## src/rtl/assert_macros.svh

```systemverilog
// ----------------------------------------------------------------------------
// assertion macros
// clocked checks on clk, disabled while arst_n is low
// ----------------------------------------------------------------------------
`ifndef ASSERT_MACROS_SVH
`define ASSERT_MACROS_SVH

// property holds at every clock edge out of reset
`define ATC_ASSERT(label, prop, msg) \
	label: assert property (@(posedge clk) disable iff (!arst_n) prop) else $error(msg);

// condition implies property in the next cycle
`define ATC_ASSERT_NEXT(label, cond, prop, msg) \
	label: assert property (@(posedge clk) disable iff (!arst_n) (cond) |=> (prop)) \
		else $error(msg);

`endif

```

## src/rtl/atc_pkg.sv

```systemverilog
// ----------------------------------------------------------------------------
// atc_pkg
// shared widths, constants and types of the adc code to temperature unit
// ----------------------------------------------------------------------------
package atc_pkg;

	localparam int CODE_W    = 12;
	localparam int CFG_IDX_W = 2;
	localparam int NUM_W     = CODE_W + 8;
	localparam int QUO_W     = NUM_W - 1;
	localparam int REM_W     = CODE_W + 1;
	localparam int CNT_W     = $clog2(QUO_W);
	localparam int SLOPE_W   = 14;
	localparam int ACC_W     = 32;
	localparam int MAG_W     = 27;
	localparam int RECIP_W   = 32;
	localparam int RECIP_SH  = 35;
	localparam int P1_W      = MAG_W + RECIP_W;
	localparam int Q1_W      = P1_W - RECIP_SH;
	localparam int P2_W      = Q1_W + RECIP_W;
	localparam int Q2_W      = P2_W - RECIP_SH;
	localparam int TEMP_W    = 16;
	localparam int QDEPTH    = 4;
	localparam int QPTR_W    = $clog2(QDEPTH);

	localparam logic [CFG_IDX_W-1:0] CFG_CAL_LOW  = 2'd0;
	localparam logic [CFG_IDX_W-1:0] CFG_CAL_HIGH = 2'd1;

	localparam int T_LOW_K   = 85;
	localparam int T_HIGH_K  = 30;
	localparam int SLOPE_NUM = -5500;
	localparam logic signed [7:0] ICPT_SCALE = 8'sd100;
	localparam logic [RECIP_W-1:0] RECIP_10 = 32'hCCCC_CCCD;

	typedef struct packed {
		logic                      busy;
		logic                      err;
		logic signed [ACC_W-1:0]   icpt;
		logic signed [SLOPE_W-1:0] slope;
	} coef_t;

	typedef struct packed {
		logic [CODE_W-1:0] code;
		logic              err;
	} item_t;

endpackage

```

## src/rtl/atc_coef.sv

```systemverilog
// ----------------------------------------------------------------------------
// atc_coef
// calibration registers and a shared serial divider for slope and intercept
// ----------------------------------------------------------------------------
module atc_coef (
	input  logic                             clk,
	input  logic                             arst_n,
	input  logic                             cfg_valid,
	output logic                             cfg_ready,
	input  logic [atc_pkg::CFG_IDX_W-1:0]    cfg_index,
	input  logic [atc_pkg::CODE_W-1:0]       cfg_data,
	output atc_pkg::coef_t                   coef
);

	typedef enum logic [1:0] {ST_IDLE, ST_LOAD, ST_DIV, ST_FIN} state_t;

	state_t                            state_q;
	logic                              pass_q;
	logic [atc_pkg::CNT_W-1:0]         cnt_q;
	logic [atc_pkg::CODE_W-1:0]        low_q, high_q;
	logic [atc_pkg::CODE_W-1:0]        dmag_q;
	logic [atc_pkg::QUO_W-1:0]         quo_q;
	logic [atc_pkg::REM_W-1:0]         rem_q;
	logic                              qneg_q;
	logic                              err_q;
	logic signed [atc_pkg::ACC_W-1:0]   icpt_q;
	logic signed [atc_pkg::SLOPE_W-1:0] slope_q;

	logic signed [atc_pkg::NUM_W-1:0]   num;
	logic signed [atc_pkg::REM_W-1:0]   dif;
	logic [atc_pkg::REM_W-1:0]          rem_n;
	logic                               ge;
	logic signed [atc_pkg::NUM_W-1:0]   qs;

	always_comb begin
		dif = atc_pkg::REM_W'(int'(low_q) - int'(high_q));
		if (pass_q) begin
			num = atc_pkg::NUM_W'(atc_pkg::SLOPE_NUM);
		end else begin
			num = atc_pkg::NUM_W'(atc_pkg::T_LOW_K * int'(low_q)
				- atc_pkg::T_HIGH_K * int'(high_q));
		end
		rem_n = {rem_q[atc_pkg::REM_W-2:0], quo_q[atc_pkg::QUO_W-1]};
		ge    = rem_n >= {1'b0, dmag_q};
		qs    = qneg_q ? -$signed({1'b0, quo_q}) : $signed({1'b0, quo_q});
	end

	always_ff @(posedge clk or negedge arst_n) begin
		if (!arst_n) begin
			state_q <= ST_IDLE;
			pass_q  <= 1'b0;
			cnt_q   <= '0;
			low_q   <= '0;
			high_q  <= '0;
			err_q   <= 1'b1;
			dmag_q  <= '0;
			quo_q   <= '0;
			rem_q   <= '0;
			qneg_q  <= 1'b0;
			icpt_q  <= '0;
			slope_q <= '0;
		end else if (cfg_valid) begin
			if (cfg_index == atc_pkg::CFG_CAL_LOW) begin
				low_q <= cfg_data;
			end
			if (cfg_index == atc_pkg::CFG_CAL_HIGH) begin
				high_q <= cfg_data;
			end
			state_q <= ST_LOAD;
			pass_q  <= 1'b0;
		end else begin
			unique case (state_q)
				ST_IDLE: begin
				end
				ST_LOAD: begin
					err_q  <= dif == '0;
					dmag_q <= atc_pkg::CODE_W'(dif[atc_pkg::REM_W-1] ? -dif : dif);
					quo_q  <= atc_pkg::QUO_W'(num[atc_pkg::NUM_W-1] ? -num : num);
					qneg_q <= num[atc_pkg::NUM_W-1] ^ dif[atc_pkg::REM_W-1];
					rem_q  <= '0;
					cnt_q  <= '0;
					state_q <= (dif == '0) ? ST_IDLE : ST_DIV;
				end
				ST_DIV: begin
					rem_q <= ge ? rem_n - {1'b0, dmag_q} : rem_n;
					quo_q <= {quo_q[atc_pkg::QUO_W-2:0], ge};
					cnt_q <= cnt_q + atc_pkg::CNT_W'(1);
					if (cnt_q == atc_pkg::CNT_W'(atc_pkg::QUO_W - 1)) begin
						state_q <= ST_FIN;
					end
				end
				ST_FIN: begin
					if (pass_q) begin
						slope_q <= atc_pkg::SLOPE_W'(qs);
						state_q <= ST_IDLE;
					end else begin
						icpt_q  <= atc_pkg::ACC_W'(qs) * atc_pkg::ACC_W'(atc_pkg::ICPT_SCALE);
						pass_q  <= 1'b1;
						state_q <= ST_LOAD;
					end
				end
				default: state_q <= ST_IDLE;
			endcase
		end
	end

	assign cfg_ready  = 1'b1;
	assign coef.busy  = state_q != ST_IDLE;
	assign coef.err   = err_q;
	assign coef.icpt  = icpt_q;
	assign coef.slope = slope_q;

endmodule

```

## config.mk

```make
export PLATFORM = sky130hd
export DESIGN_NAME = atc_coef
export DESIGN_NICKNAME = d
export VERILOG_FILES = /design/src/rtl/assert_macros.svh /design/src/rtl/atc_pkg.sv /design/src/rtl/atc_coef.sv
export SDC_FILE = /design/constraint.sdc
export NUM_CORES = 1
export LEC_CHECK = 0
export BUFFER_PORTS_ARGS = -buffer_cell sky130_fd_sc_hd__buf_2
export CAP_MARGIN = 20
export CORE_UTILIZATION = 40
export DETAILED_ROUTE_END_ITERATION = 8
export PLACE_DENSITY = 0.58
export SKIP_LAST_GASP = 1
export SLEW_MARGIN = 20
export SYNTH_ARGS = -nofsm -noshare
export SYNTH_HDL_FRONTEND = slang
export SYNTH_SLANG_ARGS = --single-unit
export TNS_END_PERCENT = 20
```

## constraint.sdc

```tcl
create_clock -name clk -period 20 [get_ports clk]
set_clock_uncertainty 0.1 [all_clocks]
set_input_delay 0 -clock clk [delete_from_list [all_inputs] [get_ports clk]]
set_output_delay 0 -clock clk [all_outputs]
set_load 0.03 [all_outputs]
```

==> out/qor.txt <==
Nature of the critical path endpoint = flip-flop
Wire per inst = 14.2 um
Max-cap viol count = 0
Main synth FF type = dfrtp_1
Worst reg-to-reg setup slack = 11.94 ns
Global-route wire length before repair = 46700 um
Placement-stage worst setup slack = 11.92 ns
#FFs+latches synth = 117
DRT antenna net count = 0
Synth top area share = 22.9%
Upper clock frequency limit = 124 MHz
IO Port Bufs = 62
Placed Area = 0.0133 mm2
Total gr overflow = 0
Initial antenna violation count = 0
Setup_tns = 0 ns
Reg2reg end = quo_q[6]$_DFFE_PN0P_
CTS Buf Count = 17
Core area = 0.0309 mm2
Vias per Instance = 5.10
CTS tree = built
Synth Instances = 1430
Most frequent cell on the critical path = fa_1
DP HPWL = 21400 um
Crit-path max cell delay = 0.60 ns
Synthesized area per cell = 8.88 um2
Routed wire length = 27000 um
Design area = 0.0141 mm2
Number of synthesized flops with an enable pin = 0
Slew at the pin closest to its max-slew limit = 0.923 ns
Cell taking the most area after synthesis = dfrtp_1
Pins Over Slew Limit = 0
Ratio of cells with drive above 1 in the final layout = 10.9%
Slew HR = 38.5%
Post-layout nets = 1757
Starting density of the core = 41.1%
DRT iter0 DRCs = 353
Final Hold Viols = 0
Horiz. Die Dim = 180 um
Period utilisation layout = 40.3%
Top post-synthesis cells by area = dfrtp_1 (23%), ha_1 (18%), fa_1 (11%), inv_1 (6.6%), nand2_1 (3.9%)
Min Tclk post-route = 8.06 ns
Status = finished clean
Hold crit path type = in2async
Startpoint types = flip-flop
Critical-path maximum fanout = 16
Reg clk slew, reported paths = 0.06 ns
Vias = 9688
Yosys warns = 0
FF-to-FF Start = high_q[0]$_DFFE_PN0P_
Sequential area share after synthesis = 23.1%
H-tree depth = 4
Drt drc = 0
Setup WS post-layout = 11.94 ns
RSZ-0062 raised after global routing = no
Overall routing resource usage = 17.5%
# rows = 64
CP arrival = 8.29 ns
Core Util, Final = 45.7%
Crit Path Category = reg2reg
Setup violators final = 0
Pre-Repair DR Iteration Count = 5
Cell Area, Synth = 0.0127 mm2
Pin count of the biggest net entering global routing = 67
Clock sinks = 117
Clock Tree Root = clkbuf_16
Max clock buf depth = 2
Count of cell types in the netlist = 87
Antenna Cells = 0
Die area = 0.0325 mm2
Worst-Skew Late Latency = 0.44 ns
Number of global-route vias before repair = 9712
R2R depth = 29
Area Overhead vs Synth = 11.3%
Worst EP required = 20.22 ns
Routability cong. = 0.817
Cts repair resizes = 0
Synth async-reset ratio = 100%
Slowest CP cell = fa_1
I/O pin total = 66
Die Height = 180 um
## logic make-up after synthesis
| group | Yosys count | synth area share, % |
|---|---|---|
| DFF | 117 | 23.1 |
| and+or+nand+nor | 321 | 12.5 |
| xor gates and xnor gates | 92 | 6.34 |
| muxes | 41 | 3.47 |
| AOI/OAI and AO/OA | 328 | 16.9 |
| other | 2 | 0.0591 |
| adders and majority gates | 251 | 28.9 |
| buffers and inverters | 278 | 8.76 |
## timing repair
item | in CTS | in global routing
endpoints found under the hold margin | 78 | 0
setup buffers | 0 | 0
hold buffers | 20 | 0
endpoints found under the setup margin | 0 | 0
## cells in the final DEF, fill, tap and decap left out, types with 9 or more instances in the layout
cell type,netlist,routed
a211oi_1,10,10
a21o_1,24,24
a21oi_1,65,65
a31oi_1,15,15
and3_1,10,10
buf_2,6,61
buf_4,10,9
clkbuf_16,0,17
dfrtp_1,116,116
dlygate4sd3_1,0,20
fa_1,71,71
ha_1,180,180
inv_1,225,225
mux2_2,24,24
mux2i_1,17,17
nand2_1,133,133
nand2b_1,14,14
nand3_1,18,18
nor2_1,47,47
nor2b_1,11,11
nor3_1,25,25
o21a_1,14,14
o21ai_0,99,99
o21ai_1,19,19
o31ai_1,12,12
or2_2,10,10
or3_1,9,9
xnor2_1,54,54
xor2_1,38,38
## flip-flops by register name, indices dropped and copies added, names as in the netlist
register	count
slope_q	14
cnt_q	5
qneg_q	1
quo_q	19
low_q	12
state_q	2
rem_q	12
err_q	1
icpt_q	26
high_q	12
dmag_q	12
pass_q	1
## worst max-delay path, delay by kind of cell, from the launching register on
family	cells	cell delay, ns
adder cells (fa/ha/maj)	8	3.64
AND/OR/NAND/NOR	5	1.20
AO/OA/AOI/OAI	10	1.99
buffers and inverters	5	0.41
XOR/XNOR	1	0.13
flip-flops	1	0.46
## routing by layer
metal | vias to the layer above | global-route usage [%] | part of all wire, %
met5 | - | 0 | 0
met4 | 0 | 4.68 | 1.1
met3 | 22 | 3.27 | 2.2
met2 | 97 | 29.6 | 47
met1 | 4597 | 22.7 | 50
li1 | 4972 | - | -
## synth_stat cells, types with 19 or more instances
cell,count
inv_1,225
nor2_1,47
mux2_2,24
o21ai_0,99
dfrtp_1,116
o21ai_1,19
nand2_1,133
nor3_1,25
a21oi_1,65
xnor2_1,54
a21o_1,24
ha_1,180
xor2_1,38
clkbuf_1,27
fa_1,71
## through the flow
| stage | hold slack [ns] | cells |
|---|---|---|
| after floorplan | -0.396 | 1431 |
| after global placement | -0.00358 | 1846 |
| after detailed placement | -0.00133 | 1846 |
| after CTS | 0.0586 | 1898 |
| after global routing | 0.115 | 1898 |
| final | 0.0499 | 1898 |
## worst max path at each step
stage                     depth (start not counted)                     to                   from  slack [ns]
after floorplan                                  30  quo_q[17]$_DFFE_PN0P_  high_q[3]$_DFFE_PN0P_       12.69
after CTS                                        30   quo_q[6]$_DFFE_PN0P_  high_q[3]$_DFFE_PN0P_       11.91
after global routing                             30   quo_q[6]$_DFFE_PN0P_  high_q[3]$_DFFE_PN0P_       11.34
after detailed placement                         29   quo_q[6]$_DFFE_PN0P_  high_q[0]$_DFFE_PN0P_       11.92
final                                            29   quo_q[6]$_DFFE_PN0P_  high_q[0]$_DFFE_PN0P_       11.94
after global placement                           30   quo_q[6]$_DFFE_PN0P_  high_q[3]$_DFFE_PN0P_       12.08
## final cells by class
class	instances	area (um2)
Clock buffer	18	439
Fill cell	2995	16800
Clock inverter	14	174
Multi-Input combinational cell	1036	8670
Sequential cell	117	2930
Timing Repair Buffer	90	573
Tap cell	396	495
Inverter	227	852
Power is not shown: default switching activity piles up to over one toggle a cycle in this logic, so the estimate is an artifact.
