==> src/rtl/assert_macros.svh <==
// ----------------------------------------------------------------------------
// assertion macros
// clocked checks on clk, disabled while arst_n is low
// ----------------------------------------------------------------------------
`ifndef ASSERT_MACROS_SVH
`define ASSERT_MACROS_SVH

// property holds at every clock edge out of reset
`define ATC_ASSERT(label, prop, msg) \
	label: assert property (@(posedge clk) disable iff (!arst_n) prop) else $error(msg);

// condition implies property in the next cycle
`define ATC_ASSERT_NEXT(label, cond, prop, msg) \
	label: assert property (@(posedge clk) disable iff (!arst_n) (cond) |=> (prop)) \
		else $error(msg);

`endif

==> src/rtl/atc_pkg.sv <==
// ----------------------------------------------------------------------------
// atc_pkg
// shared widths, constants and types of the adc code to temperature unit
// ----------------------------------------------------------------------------
package atc_pkg;

	localparam int CODE_W    = 12;
	localparam int CFG_IDX_W = 2;
	localparam int NUM_W     = CODE_W + 8;
	localparam int QUO_W     = NUM_W - 1;
	localparam int REM_W     = CODE_W + 1;
	localparam int CNT_W     = $clog2(QUO_W);
	localparam int SLOPE_W   = 14;
	localparam int ACC_W     = 32;
	localparam int MAG_W     = 27;
	localparam int RECIP_W   = 32;
	localparam int RECIP_SH  = 35;
	localparam int P1_W      = MAG_W + RECIP_W;
	localparam int Q1_W      = P1_W - RECIP_SH;
	localparam int P2_W      = Q1_W + RECIP_W;
	localparam int Q2_W      = P2_W - RECIP_SH;
	localparam int TEMP_W    = 16;
	localparam int QDEPTH    = 4;
	localparam int QPTR_W    = $clog2(QDEPTH);

	localparam logic [CFG_IDX_W-1:0] CFG_CAL_LOW  = 2'd0;
	localparam logic [CFG_IDX_W-1:0] CFG_CAL_HIGH = 2'd1;

	localparam int T_LOW_K   = 85;
	localparam int T_HIGH_K  = 30;
	localparam int SLOPE_NUM = -5500;
	localparam logic signed [7:0] ICPT_SCALE = 8'sd100;
	localparam logic [RECIP_W-1:0] RECIP_10 = 32'hCCCC_CCCD;

	typedef struct packed {
		logic                      busy;
		logic                      err;
		logic signed [ACC_W-1:0]   icpt;
		logic signed [SLOPE_W-1:0] slope;
	} coef_t;

	typedef struct packed {
		logic [CODE_W-1:0] code;
		logic              err;
	} item_t;

endpackage

==> src/rtl/atc_front.sv <==
// ----------------------------------------------------------------------------
// atc_front
// accepts adc codes, tags them with the calibration status and queues them
// ----------------------------------------------------------------------------
module atc_front (
	input  logic                       clk,
	input  logic                       arst_n,
	input  logic                       in_valid,
	output logic                       in_ready,
	input  logic [atc_pkg::CODE_W-1:0] adc_code,
	input  atc_pkg::coef_t             coef,
	output logic                       head_valid,
	output atc_pkg::item_t             head,
	input  logic                       pop
);

	atc_pkg::item_t              entry_q [atc_pkg::QDEPTH];
	logic [atc_pkg::QPTR_W-1:0]  wr_q, rd_q;
	logic [atc_pkg::QPTR_W:0]    cnt_q;
	logic                        push, do_pop;

	assign in_ready   = (cnt_q != (atc_pkg::QPTR_W+1)'(atc_pkg::QDEPTH)) && !coef.busy;
	assign push       = in_valid && in_ready;
	assign head_valid = cnt_q != '0;
	assign do_pop     = pop && head_valid;
	assign head       = entry_q[rd_q];

	always_ff @(posedge clk) begin
		if (push) begin
			entry_q[wr_q] <= '{code: adc_code, err: coef.err};
		end
	end

	always_ff @(posedge clk or negedge arst_n) begin
		if (!arst_n) begin
			wr_q  <= '0;
			rd_q  <= '0;
			cnt_q <= '0;
		end else begin
			if (push) begin
				wr_q <= wr_q + atc_pkg::QPTR_W'(1);
			end
			if (do_pop) begin
				rd_q <= rd_q + atc_pkg::QPTR_W'(1);
			end
			cnt_q <= cnt_q + (atc_pkg::QPTR_W+1)'(push) - (atc_pkg::QPTR_W+1)'(do_pop);
		end
	end

endmodule

==> config.mk <==
export PLATFORM = sky130hd
export DESIGN_NAME = atc_front
export DESIGN_NICKNAME = d
export VERILOG_FILES = /design/src/rtl/assert_macros.svh /design/src/rtl/atc_pkg.sv /design/src/rtl/atc_front.sv
export SDC_FILE = /design/constraint.sdc
export NUM_CORES = 1
export LEC_CHECK = 0
export BUFFER_PORTS_ARGS = -buffer_cell sky130_fd_sc_hd__buf_2
export CORE_ASPECT_RATIO = 0.5
export CORE_MARGIN = 8
export CORE_UTILIZATION = 40
export CTS_CLUSTER_SIZE = 28
export DETAILED_ROUTE_END_ITERATION = 10
export PLACE_DENSITY = 0.66
export SYNTH_ARGS = -nofsm -noshare
export SYNTH_HDL_FRONTEND = slang
export SYNTH_SLANG_ARGS = --single-unit
==> constraint.sdc <==
create_clock -name clk -period 3.2 [get_ports clk]
set_clock_uncertainty 0.15 [all_clocks]
set_input_delay 0.64 -clock clk [delete_from_list [all_inputs] [get_ports clk]]
set_output_delay 0.64 -clock clk [all_outputs]
set_load 0.02 [all_outputs]
==> results of run 1 <==
==> state kept, by name, summed over array words and instances, names as in the netlist <==
signal,cells
rd_q,2
cnt_q,3
entry_q,52
wr_q,2
==> where the power goes <==
part / total (mW) / leakage (nW) / internal, mW / switching [mW]
sequential: 1.08 / 0.553 / 0.966 / 0.112
combinational: 0.683 / 0.362 / 0.324 / 0.359
clock: 0.974 / 0.156 / 0.673 / 0.301
==> final cells by class <==
cell class | count | share of cell area
multi-input cells | 37 | 0.186
repair buffers | 34 | 0.0618
clock inverters | 6 | 0.0279
well taps | 73 | 0.0318
inverters | 6 | 0.00784
clock buffers | 10 | 0.0797
flip-flops and latches | 59 | 0.605
==> metal layers <==
| metal | wire length, microns | share of wire |
|---|---|---|
| met1 | 1520 | 0.40 |
| met2 | 1980 | 0.53 |
| met3 | 211 | 0.056 |
| met4 | 40 | 0.011 |
| met5 | 0 | 0 |
==> logic make-up (layout without fill, tap and decap cells) <==
logic type      count (synthesis)  in the layout  share of synthesized area
compound gates                  2              2                    0.00590
xor+xnor                        5              5                     0.0188
fa+ha+maj                       7              7                     0.0408
buf+inv                         9             56                     0.0252
flops                          59             59                      0.745
mux                            14             14                      0.138
simple gates                    9              9                     0.0258
==> layout by cell type (no fill, tap or decap) <==
| cell | n |
|---|---|
| a21oi_1 | 1 |
| a21oi_2 | 1 |
| and2_1 | 4 |
| and2_4 | 1 |
| buf_2 | 32 |
| buf_4 | 1 |
| bufinv_16 | 2 |
| clkbuf_1 | 1 |
| clkbuf_16 | 9 |
| clkinv_2 | 4 |
| dfrtp_1 | 7 |
| dlygate4sd3_1 | 1 |
| edfxtp_1 | 52 |
| fa_1 | 1 |
| ha_1 | 6 |
| inv_1 | 6 |
| mux2_2 | 1 |
| mux4_1 | 5 |
| mux4_2 | 8 |
| nand2b_1 | 1 |
| nand3_1 | 1 |
| nor2_1 | 1 |
| or3_4 | 1 |
| xnor2_1 | 4 |
| xor2_1 | 1 |
==> how the worst min path moves through the flow <==
stage | endpoint | slack (ps) | cells past startpoint
after floorplan | cnt_q[0] | 190 | 0
after global placement | cnt_q[2] | 330 | 1
after detailed placement | cnt_q[1] | 330 | 1
after CTS | entry_q[1][6] | 380 | 1
after global routing | entry_q[2][7] | 380 | 1
final | entry_q[1][7] | 380 | 1
==> per-stage QoR <==
| stage | worst slack [ps] | std cells |
|---|---|---|
| floorplan | 771 | 105 |
| global placement | 536 | 208 |
| detailed placement | 507 | 208 |
| CTS | 370 | 225 |
| global route | 314 | 225 |
| finish | 410 | 225 |
==> timing repair <==
item	4_1_cts	5_1_grt
resized for setup	0	0
hold buffers	1	0
hold endpoints to repair	7	0
buffers inserted	0	0
==> impl_metrics.py, run 1 <==
metrics = {
    "routing": {
        "num_vias": 1068,
        "drtIter0Drc": 64,
        "vias_per_cell": 4.75,
        "ant_nets": 0,
        "drt-total-wl_microns": 3740,
        "wl_per_cell_microns": 16.6,
        "first_pass_iters": 4,
        "drc_errors": 0,
    },
    "place": {
        "dp_hpwl_microns": 2450,
        "placed_area_sq_um": 2550,
        "portBuffers": 32,
        "gp_congestion": 0.671,
    },
    "synth": {
        "yosysWarnings": 0,
        "synthTopCellsByArea": "edfxtp_1 (67%), mux4_2 (7.7%), dfrtp_1 (7.5%), mux4_1 (5.6%), ha_1 (3.2%)",
        "yosysTopAreaCellShare": 0.670,
        "ys_top_cells_by_count": "edfxtp_1 (52), mux4_2 (8), dfrtp_1 (7)",
        "synth_top_flop_cell": "edfxtp_1",
        "async_reset_ff_frac": 0.119,
        "yosys.area.top_type": "edfxtp_1",
        "synth_edf_count": 52,
        "ys_seq_elements": 59,
        "synth.most_common_cell": "edfxtp_1",
        "synth_nets": 176,
        "yosysSeqAreaShare": 0.745,
        "syn_area_sq_um": 2330,
        "synth_cell_type_count": 21,
        "syn_avg_cell_area_sq_um": 22.2,
        "synthCells": 105,
    },
    "worst_setup_path": {
        "critPathTopFamily": "flip-flops",
        "rr_worst_depth": 9,
        "crit_chain": "buf_4 -> mux4_1 -> buf_2",
        "crit_type": "register to primary output",
        "worstSetupEndpoint": "head[12]",
        "end_kind": "primary output",
        "crit_buf_inv": 2,
        "cp-start-kind": "register",
        "cp_max_fo": 9,
        "cp-startpoint": "rd_q[0]",
        "timing.rr.end": "cnt_q[2]",
        "cpPeakStageDelay_ps": 610,
        "ff2ff_setup_slack_ps": 790,
        "crit_cells": 3,
        "worstReg2RegStart": "cnt_q[1]",
        "cp_data_required_time_ps": 2410,
        "crit_slowest_cell": "dfrtp_1",
        "cp.arrival_ps": 2000,
    },
    "grt": {
        "track_usage": 0.0950,
        "grt_max_degree": 15,
        "busiest_layer": "met2",
        "grt.met3_usage": 0.0497,
        "global_route.usage.met2": 0.153,
        "use_met1": 0.0987,
        "grt_pass1_vias": 1182,
        "grt_pass1_wl_microns": 5930,
        "overflow": 0,
        "antenna_found_initial": 0,
    },
    "timing": {
        "timing.fmax_mhz": 358,
        "rsz0062_at_grt": "false",
        "finalHoldViolations": 0,
        "timing.final.crit_share": 0.872,
        "drv_slew": 0,
        "tns_ps": 0,
        "maxSlewHeadroom": 0.525,
        "setup_viol": 0,
        "worst_pin_slew_ps": 712,
        "hold_slack_ps": 384,
        "period_needed_ps": 2790,
    },
    "layout": {
        "stdcell_area_sq_um": 2870,
        "fill_cells": 458,
        "multi_input_area_sq_um": 536,
        "finalNetCount": 218,
        "drive_above_1_share": 0.395,
        "antenna_cells": 0,
        "final-seq-area_sq_um": 1740,
        "utilization": 0.516,
        "syn2layout_area_growth_pct": 23.2,
    },
    "clock_network": {
        "root_buffer": "clkbuf_16",
        "htreeDepth": 3,
        "cts_made_buffers": 9,
        "clock-sinks": 59,
        "clock_latency_ps": 320,
        "cts_max_path_buffers": 2,
        "cts_tree": "done",
        "clk_pin_slew_ps": 50,
    },
    "floorplanning": {
        "fp.dieArea_sq_um": 8670,
        "core-area_sq_um": 5560,
        "die_w_microns": 124,
        "rows": 19,
        "pin_count": 79,
        "die_y_microns": 70.0,
        "start_util": 0.419,
    },
    "hold_path": {
        "hold_class": "input port to register",
        "min_from": "adc_code[6]",
    },
    "power": {
        "p_per_area_nw_per_um2": 952,
        "total_power_mw": 2.73,
        "ir_worst_vdd_uv": 298,
        "p_leak_nw": 1.07,
    },
    "run": {
        "cap_violations": 0,
    },
    "run_status": {
        "status": "complete, no violations",
    },
}
Power figures use the tool's default switching activity.
==> run 2, diff against run 1 <==
--- a/config.mk
+++ b/config.mk
@@ -6,7 +6,6 @@
 export NUM_CORES = 1
 export LEC_CHECK = 0
 export BUFFER_PORTS_ARGS = -buffer_cell sky130_fd_sc_hd__buf_2
-export CORE_ASPECT_RATIO = 0.5
 export CORE_MARGIN = 8
 export CORE_UTILIZATION = 40
 export CTS_CLUSTER_SIZE = 28
==> run 2 against run 1 <==
- clock-buffer cell count up 3
- sequential cell count unchanged
- wire length up 1.5%
- utilization down 4.6 points
- maximum frequency up 1.3%
- sequential power about the same
- critical path type unchanged
- largest cell class unchanged
==> impl_metrics.py, run 2 (same netlist as run 1, synthesis figures left out) <==
metrics = {
    "run_status": {
        "status": "complete, no violations",
    },
    "routing": {
        "num_vias": 1082,
        "vias_per_cell": 4.77,
        "first_pass_iters": 4,
        "wl_per_cell_microns": 16.7,
        "drt-total-wl_microns": 3800,
        "drtIter0Drc": 66,
        "drc_errors": 0,
        "ant_nets": 0,
    },
    "worst_setup_path": {
        "crit_type": "register to primary output",
        "worstSetupEndpoint": "head[8]",
        "crit_chain": "buf_4 -> mux4_2 -> buf_2",
        "timing.rr.end": "cnt_q[2]",
        "ff2ff_setup_slack_ps": 730,
        "crit_cells": 3,
        "cp_max_fo": 9,
        "crit_buf_inv": 2,
        "cp.arrival_ps": 1960,
        "cpPeakStageDelay_ps": 660,
        "cp-start-kind": "register",
        "cp_data_required_time_ps": 2410,
        "rr_worst_depth": 9,
        "critPathTopFamily": "flip-flops",
        "cp-startpoint": "rd_q[0]",
        "end_kind": "primary output",
        "worstReg2RegStart": "cnt_q[1]",
        "crit_slowest_cell": "dfrtp_1",
    },
    "clock_network": {
        "clk_pin_slew_ps": 60,
        "root_buffer": "clkbuf_8",
        "clock_latency_ps": 320,
        "cts_max_path_buffers": 2,
        "cts_made_buffers": 9,
        "cts_setup_buffers": 0,
        "cts_tree": "done",
        "cts_resized": 0,
        "clock-sinks": 59,
        "htreeDepth": 3,
    },
    "place": {
        "placed_area_sq_um": 2560,
        "dp_hpwl_microns": 2610,
        "portBuffers": 32,
        "gp_congestion": 0.700,
    },
    "floorplanning": {
        "pin_count": 79,
        "die_w_microns": 92.3,
        "fp.dieArea_sq_um": 8530,
        "start_util": 0.403,
        "die_y_microns": 92.3,
        "rows": 28,
        "core-area_sq_um": 5780,
    },
    "timing": {
        "finalHoldViolations": 0,
        "setup_viol": 0,
        "maxSlewHeadroom": 0.519,
        "rsz0062_at_grt": "false",
        "period_needed_ps": 2750,
        "timing.fmax_mhz": 363,
        "timing.final.crit_share": 0.861,
        "drv_slew": 0,
        "tns_ps": 0,
        "worst_pin_slew_ps": 721,
    },
    "grt": {
        "overflow": 0,
        "grt_pass1_vias": 1261,
        "busiest_layer": "met2",
        "grt_pass1_wl_microns": 6180,
        "global_route.usage.met2": 0.174,
        "grt_max_degree": 15,
        "track_usage": 0.0989,
        "grt.met3_usage": 0.0283,
        "use_met1": 0.0957,
        "antenna_found_initial": 0,
    },
    "layout": {
        "fill_cells": 506,
        "largest_register_ff_count": 52,
        "top_register": "entry_q",
        "finalNetCount": 218,
        "stdcell_area_sq_um": 2720,
        "drive_above_1_share": 0.362,
        "syn2layout_area_growth_pct": 16.7,
        "final_cell_mix": "edfxtp_1 (52), buf_2 (32), clkbuf_8 (9)",
        "reg_top3": "entry_q (52), cnt_q (3)",
        "antenna_cells": 0,
        "layout.cells.most_common": "edfxtp_1",
    },
    "run": {
        "cap_violations": 0,
    },
    "power": {
        "power_frac_seq": 0.473,
        "pwr-share-clk": 0.231,
        "p_comb_frac": 0.297,
        "sw_frac_of_total": 0.315,
        "intPower_mw": 1.57,
        "ir_worst_vdd_uv": 311,
        "p_leak_nw": 0.988,
        "switchingPower_uw": 720,
        "p_per_area_nw_per_um2": 841,
    },
    "hold_path": {
        "hold_class": "input port to register",
    },
}
[run 2: what timing repair did]
item | CTS | global route
endpoints found under the setup margin | 0 | 0
hold buffers | 1 | 0
endpoints found under the hold margin | 7 | 0
[run 2: worst min path at each step]
stage,from,endpoint,slack (ps),depth (start not counted)
after floorplan,arst_n,cnt_q[0],190,0
after global routing,adc_code[5],entry_q[3][6],360,1
after detailed placement,arst_n,cnt_q[0],340,1
after global placement,arst_n,cnt_q[0],330,1
after CTS,adc_code[5],entry_q[0][6],360,1
final,adc_code[6],entry_q[3][7],380,1
[run 2: per-stage QoR]
stage | instances | power (mW) | hold slack, ps | util | setup WS, ps
floorplan | 105 | 1.61 | 194 | - | 771
global route | 227 | 2.42 | 362 | 0.471 | 309
finish | 227 | 2.29 | 380 | 0.471 | 446
detailed placement | 210 | 1.80 | 336 | 0.442 | 484
global placement | 210 | 1.76 | 328 | 0.442 | 587
CTS | 227 | 2.34 | 361 | 0.471 | 365
[run 2: area by class of cell]
cell class / instances / area (sq um) / share of cell area
Sequential cell: 59 / 1740 / 0.638
Multi-Input combinational cell: 37 / 536 / 0.197
Timing Repair Buffer: 34 / 178 / 0.0653
Clock buffer: 13 / 139 / 0.0511
Tap cell: 75 / 93.8 / 0.0345
Inverter: 6 / 22.5 / 0.00828
Clock inverter: 3 / 15.0 / 0.00552
[run 2: routing by layer]
layer / share of wire / up-vias
met1: 0.40 / 547
met5: 0 / -
met2: 0.54 / 27
li1: - / 502
met3: 0.042 / 6
met4: 0.019 / 0
[run 2: power groups by stage]
stage                     clock [mW]  combinational [mW]  sequential [mW]
after detailed placement           0               0.695             1.11
final                          0.528               0.678             1.08
after global routing           0.579               0.746             1.10
after CTS                      0.547               0.699             1.09
after global placement             0               0.671             1.09
after floorplan                    0               0.586             1.03
